## src/rtl/csem_pkg.sv

```systemverilog
// shared types and constants for the counting semaphore with wait queue
package csem_pkg;

  localparam int QUEUE_DEPTH = 16;
  localparam int TID_W       = 8;
  localparam int CNT_W       = 16;
  localparam int INIT_W      = 15;
  localparam int USED_W      = $clog2(QUEUE_DEPTH + 1);
  localparam int STAT_W      = 3;

  // count saturation limit and value after reset
  localparam logic signed [CNT_W-1:0] COUNT_MAX  = {1'b0, {(CNT_W-1){1'b1}}};
  localparam logic signed [CNT_W-1:0] COUNT_INIT = CNT_W'(1);

  typedef enum logic [STAT_W-1:0] {
    ST_GRANTED  = 3'd0,
    ST_BLOCKED  = 3'd1,
    ST_REFUSED  = 3'd2,
    ST_RELEASED = 3'd3,
    ST_WOKE     = 3'd4
  } status_e;

  typedef enum logic {
    CMD_ACQUIRE = 1'b0,
    CMD_RELEASE = 1'b1
  } cmd_e;

  // queue control from the counter logic
  typedef struct packed {
    logic clr;
    logic push;
    logic pop;
  } q_ctrl_t;

  // queue occupancy flags back to the counter logic
  typedef struct packed {
    logic full;
    logic empty;
  } q_stat_t;

endpackage

```

## src/rtl/counting_semaphore_with_wait_queue.sv

```systemverilog
// counting semaphore with a fifo wait queue, one operation per transfer
// the count and the queue update with each input transfer, whose result is registered
// throughput: one operation per cycle while the output is empty or being taken
// reset: count loads 1 and the wait queue empties at once; a cfg write does the same
// with the written value
// no clearing pass; the input is ready right after reset
module counting_semaphore_with_wait_queue import csem_pkg::*; (
  input  logic              clk_i,
  input  logic              rst_ni,
  input  logic              s_axis_tvalid,
  output logic              s_axis_tready,
  input  logic [7:0]        s_axis_tdata,   // thread_id[7:0]
  input  logic [0:0]        s_axis_tuser,   // cmd[0]
  output logic              m_axis_tvalid,
  input  logic              m_axis_tready,
  output logic [23:0]       m_axis_tdata,   // woken_thread[7:0], count_after[23:8]
  output logic [2:0]        m_axis_tuser,   // status[2:0]
  input  logic              cfg_we_i,
  input  logic [INIT_W-1:0] cfg_wdata_i
);

  logic                    in_xfer;
  cmd_e                    cmd;
  logic signed [CNT_W-1:0] count_q, count_d;
  logic signed [CNT_W-1:0] cnt_dec, cnt_inc;
  status_e                 res_stat;
  logic [TID_W-1:0]        res_woken;
  logic                    want_push, want_pop;
  q_ctrl_t                 q_ctrl;
  q_stat_t                 q_stat;
  logic [TID_W-1:0]        q_head;
  logic                    out_valid_q;
  status_e                 stat_q;
  logic [TID_W-1:0]        woken_q;
  logic signed [CNT_W-1:0] cnt_out_q;

  assign s_axis_tready = !out_valid_q || m_axis_tready;
  assign in_xfer       = s_axis_tvalid && s_axis_tready;
  assign cmd           = cmd_e'(s_axis_tuser[0]);

  // operation decode and next count
  always_comb begin
    cnt_dec   = count_q - CNT_W'(1);
    cnt_inc   = (count_q < COUNT_MAX) ? count_q + CNT_W'(1) : count_q;
    count_d   = count_q;
    res_stat  = ST_GRANTED;
    res_woken = '0;
    want_push = 1'b0;
    want_pop  = 1'b0;
    unique case (cmd)
      CMD_ACQUIRE: begin
        if (cnt_dec >= 0) begin
          count_d  = cnt_dec;
          res_stat = ST_GRANTED;
        end else if (q_stat.full) begin
          res_stat = ST_REFUSED;
        end else begin
          count_d   = cnt_dec;
          want_push = 1'b1;
          res_stat  = ST_BLOCKED;
        end
      end
      CMD_RELEASE: begin
        count_d = cnt_inc;
        if (cnt_inc <= 0 && !q_stat.empty) begin
          want_pop  = 1'b1;
          res_stat  = ST_WOKE;
          res_woken = q_head;
        end else begin
          res_stat = ST_RELEASED;
        end
      end
      default: begin
        res_stat = ST_RELEASED;
      end
    endcase
  end

  // queue pushes and pops only on an accepted transfer; a cfg write clears it
  assign q_ctrl.clr  = cfg_we_i;
  assign q_ctrl.push = in_xfer && want_push && !cfg_we_i;
  assign q_ctrl.pop  = in_xfer && want_pop && !cfg_we_i;

  csem_queue u_queue (
    .clk_i (clk_i),
    .rst_ni(rst_ni),
    .ctrl_i(q_ctrl),
    .tid_i (s_axis_tdata[TID_W-1:0]),
    .stat_o(q_stat),
    .head_o(q_head)
  );

  // semaphore count
  always_ff @(posedge clk_i or negedge rst_ni) begin
    if (!rst_ni) begin
      count_q <= COUNT_INIT;
    end else if (cfg_we_i) begin
      count_q <= $signed({1'b0, cfg_wdata_i});
    end else if (in_xfer) begin
      count_q <= count_d;
    end
  end

  // output valid
  always_ff @(posedge clk_i or negedge rst_ni) begin
    if (!rst_ni) begin
      out_valid_q <= 1'b0;
    end else if (in_xfer) begin
      out_valid_q <= 1'b1;
    end else if (m_axis_tready) begin
      out_valid_q <= 1'b0;
    end
  end

  // output payload
  always_ff @(posedge clk_i) begin
    if (in_xfer) begin
      stat_q    <= res_stat;
      woken_q   <= res_woken;
      cnt_out_q <= count_d;
    end
  end

  assign m_axis_tvalid = out_valid_q;
  assign m_axis_tuser  = stat_q;
  assign m_axis_tdata  = {cnt_out_q, woken_q};

  // a wake-up only happens with the count at zero or below
  a_woke_count: assert property (@(posedge clk_i) disable iff (!rst_ni)
    (out_valid_q && stat_q == ST_WOKE) |-> (cnt_out_q <= 0))
    else $error("waiter woken with positive count");

  // count never drops below what the queue can hold
  a_count_floor: assert property (@(posedge clk_i) disable iff (!rst_ni)
    count_q >= -$signed(CNT_W'(QUEUE_DEPTH)))
    else $error("semaphore count below queue depth");

  // a release with no waiters never reports a wake-up
  a_no_phantom_wake: assert property (@(posedge clk_i) disable iff (!rst_ni)
    (in_xfer && cmd == CMD_RELEASE && q_stat.empty) |=> (stat_q != ST_WOKE))
    else $error("wake-up reported with empty queue");

endmodule

```

## src/rtl/csem_cell.sv

```systemverilog
// one slot of the wait queue shift chain
module csem_cell import csem_pkg::*; (
  input  logic             clk_i,
  input  logic             load_i,   // take the new id
  input  logic             shift_i,  // take the neighbor's id
  input  logic [TID_W-1:0] id_i,
  input  logic [TID_W-1:0] nxt_i,
  output logic [TID_W-1:0] id_o
);

  logic [TID_W-1:0] id_q;

  // slot storage, payload only
  always_ff @(posedge clk_i) begin
    if (load_i) begin
      id_q <= id_i;
    end else if (shift_i) begin
      id_q <= nxt_i;
    end
  end

  assign id_o = id_q;

endmodule

```

## src/rtl/csem_queue.sv

```systemverilog
// fifo of waiting thread ids built as a chain of shifting cells
module csem_queue import csem_pkg::*; (
  input  logic             clk_i,
  input  logic             rst_ni,
  input  q_ctrl_t          ctrl_i,
  input  logic [TID_W-1:0] tid_i,
  output q_stat_t          stat_o,
  output logic [TID_W-1:0] head_o
);

  logic [USED_W-1:0] used_q;
  logic [TID_W-1:0]  id_w [QUEUE_DEPTH];
  logic              shift;

  assign shift = ctrl_i.pop && !ctrl_i.clr;

  // cell 0 is the oldest waiter; a pop moves every cell one step toward it
  for (genvar i = 0; i < QUEUE_DEPTH; i++) begin : g_cell
    logic [TID_W-1:0] nxt;
    logic             load;

    if (i == QUEUE_DEPTH - 1) begin : g_last
      assign nxt = '0;
    end else begin : g_mid
      assign nxt = id_w[i+1];
    end

    // a push lands in the first free cell
    assign load = ctrl_i.push && !ctrl_i.clr && (used_q == USED_W'(i));

    csem_cell u_cell (
      .clk_i  (clk_i),
      .load_i (load),
      .shift_i(shift),
      .id_i   (tid_i),
      .nxt_i  (nxt),
      .id_o   (id_w[i])
    );
  end

  // fill count
  always_ff @(posedge clk_i or negedge rst_ni) begin
    if (!rst_ni) begin
      used_q <= '0;
    end else if (ctrl_i.clr) begin
      used_q <= '0;
    end else if (ctrl_i.push) begin
      used_q <= used_q + USED_W'(1);
    end else if (ctrl_i.pop) begin
      used_q <= used_q - USED_W'(1);
    end
  end

  assign stat_o.full  = (used_q >= USED_W'(QUEUE_DEPTH));
  assign stat_o.empty = (used_q == '0);
  assign head_o       = id_w[0];

  // fill count stays within the chain
  a_used_range: assert property (@(posedge clk_i) disable iff (!rst_ni)
    used_q <= USED_W'(QUEUE_DEPTH))
    else $error("wait queue fill count beyond depth");

  // no push into a full chain
  a_no_overflow: assert property (@(posedge clk_i) disable iff (!rst_ni)
    ctrl_i.push |-> !stat_o.full)
    else $error("push into full wait queue");

  // no pop from an empty chain, and never push and pop together
  a_no_underflow: assert property (@(posedge clk_i) disable iff (!rst_ni)
    ctrl_i.pop |-> (!stat_o.empty && !ctrl_i.push))
    else $error("bad pop from wait queue");

endmodule
```

## config.mk

```make
export PLATFORM = sky130hd
export DESIGN_NAME = counting_semaphore_with_wait_queue
export DESIGN_NICKNAME = d
export VERILOG_FILES = /design/src/rtl/csem_pkg.sv /design/src/rtl/counting_semaphore_with_wait_queue.sv /design/src/rtl/csem_cell.sv /design/src/rtl/csem_queue.sv
export SDC_FILE = /design/constraint.sdc
export NUM_CORES = 1
export LEC_CHECK = 0
export BUFFER_PORTS_ARGS = -buffer_cell sky130_fd_sc_hd__buf_2
export CAP_MARGIN = 30
export CORE_ASPECT_RATIO = 0.7
export CORE_MARGIN = 2
export CORE_UTILIZATION = 55
export DETAILED_ROUTE_END_ITERATION = 16
export PLACE_DENSITY = 0.82
export SYNTH_ARGS = -nofsm -noshare
export SYNTH_HDL_FRONTEND = slang
export SYNTH_SLANG_ARGS = --single-unit
```

## constraint.sdc

```tcl
create_clock -name clk_i -period 4.26 [get_ports clk_i]
set_input_delay 0.852 -clock clk_i [delete_from_list [all_inputs] [get_ports clk_i]]
set_output_delay 0.852 -clock clk_i [all_outputs]
set_load 0.05 [all_outputs]
```

# Word level (Yosys, flattened, before mapping)
# Cells that the tools add are included.
[classes]
eq_ne = 15
muxes = 52
add_sub_neg = 4
n_reduce_logical = 49
bitwise = 1
order_cmp = 4
[op_table]
columns = ["operator", "n"]
rows = [
  ["two-way mux 8 bit", 32],
  ["two-way mux 16 bit", 5],
  ["equality test 5 x 4 -> 1 bit, second input constant", 8],
  ["nonzero test 2 bit", 18],
  ["case mux 16 bit (2 select lines)", 1],
  ["logical AND 1 bit", 24],
  ["equality test 5 x 3 -> 1 bit, second input constant", 4],
  ["adder 16 x 2 -> 16 bit, second input constant", 1],
  ["greater-or-equal comparator 16 x 1 -> 1 bit, second input constant", 1],
  ["<= comparator 16 x 1 -> 1 bit, second input constant", 1],
  ["< comparator 16 bit, second input constant", 1],
  ["subtractor 16 x 2 -> 16 bit, second input constant", 1],
  ["two-way mux 5 bit", 3],
  ["equality test 5 x 2 -> 1 bit, second input constant", 2],
  ["two-way mux 1 bit", 7],
  ["case mux 3 bit (2 select lines)", 1],
  ["adder 5 x 1 -> 5 bit, second input constant", 1],
  ["equality test 5 x 1 -> 1 bit, second input constant", 1],
  ["greater-or-equal comparator 5 bit, second input constant", 1],
  ["zero test 5 bit", 1],
  ["subtractor 5 x 1 -> 5 bit, second input constant", 1],
  ["two-way mux 2 bit", 2],
  ["zero test 1 bit", 3],
  ["two-way mux 3 bit", 1],
  ["4 further kinds", 4],
]
[word_totals]
input_bits = 29
reg_bits = 177
elab_cells = 147

# Depth between registers and ports, before layout
[depth]
depth_word = 11
ltp_mapped = 12
ltp_nobuf = 9

# Modules after synthesis
# Synthesis repeated with hierarchy kept, for this count alone.
[unflattened]
hier_cells = 691
area_unflattened_um2 = 9633.0
[modules_own_cells]
columns = ["module", "area_each_um2", "instances", "cells_each", "seq_area_each_um2"]
rows = [
  ["csem_cell", 377.9, 16, 18, 240.2],
  ["counting_semaphore_with_wait_queue", 3046.7, 1, 335, 1237.4],
  ["csem_queue", 540.5, 1, 68, 125.1],
]

# Least setup slack after synthesis
# OpenSTA, ideal clock, no wires.
[synth_timing]
kind = "input port to flip-flop"
startpoint = "in m_axis_tready"
endpoint = "reg count_q[10]"
path_buffers = 1
required_ns = 4.138
setup_slack_ns = 0.940
path_stages = 6
t_arrival_ns = 3.198
path_cell_list = "nand2b_1 > nand2_1 > clkinv_1 > clkbuf_1 > o211ai_1 > a32o_1"
[synth_between]
elab_chain_cells = 3
[synth_lines]
columns = ["item", "line_no", "text"]
rows = [
  ["start, declared", "counting_semaphore_with_wait_queue.sv:15", "input logic m_axis_tready,"],
  ["logical OR 1 bit", "counting_semaphore_with_wait_queue.sv:37", "assign s_axis_tready = !out_valid_q || m_axis_tready;"],
  ["logical AND 1 bit", "counting_semaphore_with_wait_queue.sv:38", "assign in_xfer = s_axis_tvalid && s_axis_tready;"],
  ["net in_xfer", "counting_semaphore_with_wait_queue.sv:22", "logic in_xfer;"],
  ["nonzero test 2 bit (no source line)", "--", ""],
  ["end signal, assigned", "counting_semaphore_with_wait_queue.sv:98", "count_q <= $signed({1'b0, cfg_wdata_i});"],
  ["end signal, assigned", "counting_semaphore_with_wait_queue.sv:100", "count_q <= count_d;"],
  ["end, declared", "counting_semaphore_with_wait_queue.sv:24", "logic signed [CNT_W-1:0] count_q, count_d;"],
]
# The timed path passes the listed nets, and every way through them passes these cells.
# A chain may end at the register's enable or synchronous reset.

# Worst setup path after layout
[layout_timing]
startpoint = "reg count_q[0]"
endpoint = "reg u_queue.g_cell[1].u_cell.id_q[3] (enable)"
[layout_between]
elab_chain_cells = 10
elab_cells_between_ends = 19
[layout_lines]
columns = ["item", "line_no", "text"]
rows = [
  ["adder 16 x 2 -> 16 bit / < comparator 16 bit (equally long branches)", "counting_semaphore_with_wait_queue.sv:44", "cnt_inc = (count_q < COUNT_MAX) ? count_q + CNT_W'(1) : count_q;"],
  ["two-way mux 16 bit", "counting_semaphore_with_wait_queue.sv:44", ""],
  ["<= comparator 16 x 1 -> 1 bit", "counting_semaphore_with_wait_queue.sv:65", "if (cnt_inc <= 0 && !q_stat.empty) begin"],
  ["logical AND 1 bit", "counting_semaphore_with_wait_queue.sv:65", ""],
  ["two-way mux 1 bit", "counting_semaphore_with_wait_queue.sv:65", ""],
  ["two-way mux 1 bit", "counting_semaphore_with_wait_queue.sv:50", "unique case (cmd)"],
  ["logical AND 1 bit (2 in a row)", "counting_semaphore_with_wait_queue.sv:82", "assign q_ctrl.pop = in_xfer && want_pop && !cfg_we_i;"],
  ["logical AND 1 bit", "csem_queue.sv:15", "assign shift = ctrl_i.pop && !ctrl_i.clr;"],
  ["nonzero test 2 bit (no source line) *", "--", ""],
  ["end signal, assigned", "csem_cell.sv:16", "id_q <= id_i;"],
  ["end signal, assigned", "csem_cell.sv:18", "id_q <= nxt_i;"],
  ["end, declared", "csem_cell.sv:11", "logic [TID_W-1:0] id_q;"],
]
# Every way passes the cells marked *; elsewhere a longest branch is shown, timed or not.

==> flow_metrics.py <==
metrics = {
    "place": {
        "dp_hpwl_um": 13070,
        "dp_cells": 882,
        "place_ws_ns": 0.4147,
        "port_buffers": 57,
        "routabilityCongestion": 0.9837,
    },
    "logic_synthesis": {
        "ys_seq_area_frac": 0.6010,
        "ys_top_cells_by_area": "edfxtp_1 54%, mux2_2 16%, dfrtp_1 6.1%",
        "synthesis.area_um2": 8662,
        "yosys_warnings": 0,
        "yosys.area.top_type": "edfxtp_1",
        "synth_edf_count": 155,
        "async_flop_share": 0.1243,
        "ys_dominant_reg_cell": "edfxtp_1",
        "synth_nets": 690,
        "ys_types": 59,
        "synth_top_area_frac": 0.5373,
        "syn_area_per_cell_um2": 13.27,
        "synth_cells": 653,
        "ys_ff_latch": 177,
    },
    "global_routing": {
        "grtUsageTotal": 0.2448,
        "grt_pass1_vias": 5519,
        "grt_first_pass_wirelength_um": 30860,
        "antenna_found_initial": 0,
        "grt-ovfl-total": 0,
        "grt_max_degree": 33,
    },
    "pwr": {
        "irDropWorstVdd_mv": 0.2765,
        "pwr_density_cell_nw_per_um2": 397.2,
        "leakagePower_nw": 3.537,
    },
    "setup_path": {
        "worst-endpoint-arrival_ns": 3.99,
        "endpoint_kind": "flop",
        "cpPeakStageDelay_ns": 0.62,
        "crit_chain": "ha_1 > nand3_1 > nor3_1 > mux2_2 > nor4_1 > o2111a_1 > o21a_1 > nand2_1 > nand2_1",
        "crit_slowest_cell": "dfstp_2",
        "cpMostUsedCell": "nand2_1",
        "crit_type": "reg2reg",
        "path_max_fanout": 16,
        "required_ns": 4.35,
        "critPathLaunchType": "flop",
    },
    "routing": {
        "first_iter_violations": 664,
        "num_vias": 5624,
        "remaining_drc_errors": 0,
        "avgRoutedWirePerCell_um": 21.22,
        "dr.pass1.iters": 6,
        "via_per_inst": 6.153,
        "antenna_left": 0,
        "routed_wl_um": 19390,
    },
    "timing": {
        "finalSetupViolCount": 0,
        "finalMaxSlewViolations": 0,
        "rsz0062_at_grt": "no",
        "setup-tns-final_ns": 0,
        "min_period_over_period": 0.9135,
        "clock_skew_ns": 0.01153,
        "tightest_slew_ns": 0.7395,
        "finalHoldViolCount": 0,
        "fmax_ghz": 0.2570,
        "slew_headroom": 0.5018,
        "whs_ns": 0.4150,
        "final.setup.worst_slack_ns": 0.3686,
        "fin_crit_ns": 3.891,
    },
    "floorplan": {
        "die_y_um": 109.0,
        "core_area_um2": 15450,
        "die_x_um": 154.0,
        "dieArea_um2": 16780,
        "io_pins": 58,
        "fp-row-count": 38,
        "start_util": 0.5606,
    },
    "run": {
        "cap_violations": 0,
    },
    "clock_tree": {
        "cts_resized": 0,
        "root_buffer": "clkbuf_16",
        "cts_tree": "yes",
        "clock_sinks": 177,
        "ctsHoldBuffers": 0,
        "post-cts-setup-buffer-count": 0,
        "cts_made_buffers": 17,
        "cts_buffer_depth": 2,
        "cts_max_level": 4,
        "clk_latency_ns": 0.44,
        "clkSlewWorstSetupHoldPaths_ns": 0.07,
    },
    "hold_path": {
        "hold_class": "in2async",
    },
    "outcome": {
        "status": "finished, final reports clean",
    },
    "cells_and_area": {
        "drive_gt1_frac": 0.3347,
        "fill_cells": 1138,
        "layoutNonFillerInstCount": 914,
        "final_util": 0.6294,
        "area_growth_pct": 12.28,
        "num_antenna_cells": 0,
        "fin_nets": 738,
    },
}
## placed cells by master, fill, tap and decap left out, types with 2 or more instances in the layout
| cell | count |
|---|---|
| nand2_2 | 8 |
| bufinv_16 | 3 |
| a311o_1 | 2 |
| nor2_1 | 36 |
| o2111ai_1 | 2 |
| mux2i_1 | 4 |
| inv_1 | 9 |
| o2111a_1 | 2 |
| a21oi_1 | 10 |
| clkinv_2 | 2 |
| nand2b_1 | 3 |
| buf_2 | 57 |
| nand2_1 | 55 |
| clkinv_4 | 2 |
| mux2_2 | 124 |
| nand4_1 | 11 |
| o21ai_0 | 20 |
| a31oi_1 | 9 |
| o21a_1 | 2 |
| nor3_1 | 14 |
| clkinvlp_4 | 4 |
| clkbuf_16 | 17 |
| and4_1 | 3 |
| edfxtp_1 | 155 |
| nor4_1 | 8 |
| a21boi_0 | 2 |
| buf_4 | 11 |
| a32o_1 | 3 |
| clkbuf_8 | 2 |
| xnor2_1 | 19 |
| o31a_1 | 2 |
| nand3_1 | 16 |
| and2_1 | 12 |
| xor2_1 | 8 |
| or3_1 | 4 |
| a41oi_1 | 2 |
| dfrtp_1 | 21 |
| and3_1 | 17 |
| ha_1 | 8 |
## per-layer routing
| metal | track usage | vias up | wire length, um |
|---|---|---|---|
| li1 | - | 2567 | - |
| met1 | 0.3535 | 2795 | 9049 |
| met2 | 0.3706 | 240 | 8577 |
| met3 | 0.05326 | 22 | 1545 |
| met4 | 0.08678 | 0 | 221 |
| met5 | 0 | - | 0 |
## sequential cells by signal, summed over array words and instances, names as in the netlist
signal	count
count_q	16
u_queue.used_q	5
m_axis_tvalid	1
m_axis_tuser	3
u_queue.g_cell.u_cell.id_o	128
woken_q	8
cnt_out_q	16
## cells in the mapped netlist (10+ instances only)
| cell type | count |
|---|---|
| a21oi_1 | 10 |
| and2_1 | 12 |
| and3_1 | 17 |
| buf_2 | 13 |
| clkbuf_1 | 23 |
| dfrtp_1 | 21 |
| edfxtp_1 | 155 |
| mux2_2 | 124 |
| nand2_1 | 55 |
| nand3_1 | 16 |
| nand4_1 | 11 |
| nor2_1 | 36 |
| nor3_1 | 14 |
| o21ai_0 | 20 |
| xnor2_1 | 19 |
## layout make-up
cell class / count / area [um^2] / area share
multi-input combinational: 427 / 3251 / 0.3342
tap: 200 / 250.2 / 0.02573
timing repair buffer: 68 / 367.9 / 0.03782
inverter: 10 / 37.54 / 0.003860
sequential: 177 / 5206 / 0.5353
clock inverter: 12 / 156.4 / 0.01608
clock buffer: 20 / 456.7 / 0.04696
## cells by family (layout without fill, tap and decap cells)
| family | Yosys count | in the layout | synth area share |
|---|---|---|---|
| flip-flops | 177 | 177 | 0.6010 |
| multiplexers | 128 | 128 | 0.1658 |
| buffers and inverters | 49 | 110 | 0.02369 |
| adder cells (fa/ha/maj) | 8 | 8 | 0.01156 |
| XOR/XNOR | 27 | 27 | 0.02730 |
| AO/OA/AOI/OAI | 67 | 67 | 0.05200 |
| AND/OR/NAND/NOR | 197 | 197 | 0.1186 |
## metrics by stage
stage	instance area (um^2)	total power, W
6_report	9726	0.003863
5_1_grt	9726	0.003976
4_1_cts	9726	0.003875
3_5_place_dp	9112	0.002274
3_3_place_gp	9112	0.002267
2_1_floorplan	8662	0.002177
## worst max-delay path, delay by kind of cell (launching register included)
kind            cells  cell delay (ns)
compound gates      2             0.42
flops               1             0.62
fa+ha+maj           1             0.31
mux                 1             0.39
simple gates        5             1.82
## power by group
| group | total [W] | internal [W] | leakage [nW] | switching [W] |
|---|---|---|---|---|
| Clock | 0.00162 | 0.000954 | 0.289 | 0.000664 |
| Combinational | 0.000291 | 0.0000857 | 1.55 | 0.000205 |
| Sequential | 0.00195 | 0.00191 | 1.69 | 0.0000490 |
## final timing paths
path	endpoint	slack (ns)	from	cells past startpoint
max in group asynchronous	u_queue.used_q[3]	3.45	rst_ni	1
setup reg to reg	u_queue.g_cell[1].u_cell.id_o[3]	0.37	count_q[0]	9
hold reg to reg	woken_q[2]	0.53	u_queue.g_cell[0].u_cell.id_o[2]	1
setup / recovery	u_queue.g_cell[1].u_cell.id_o[3]	0.37	count_q[0]	9
hold / removal	u_queue.used_q[2]	0.42	rst_ni	1
min in group clk_i	woken_q[2]	0.53	u_queue.g_cell[0].u_cell.id_o[2]	1
Note: power is estimated with default switching activity, not from simulation.
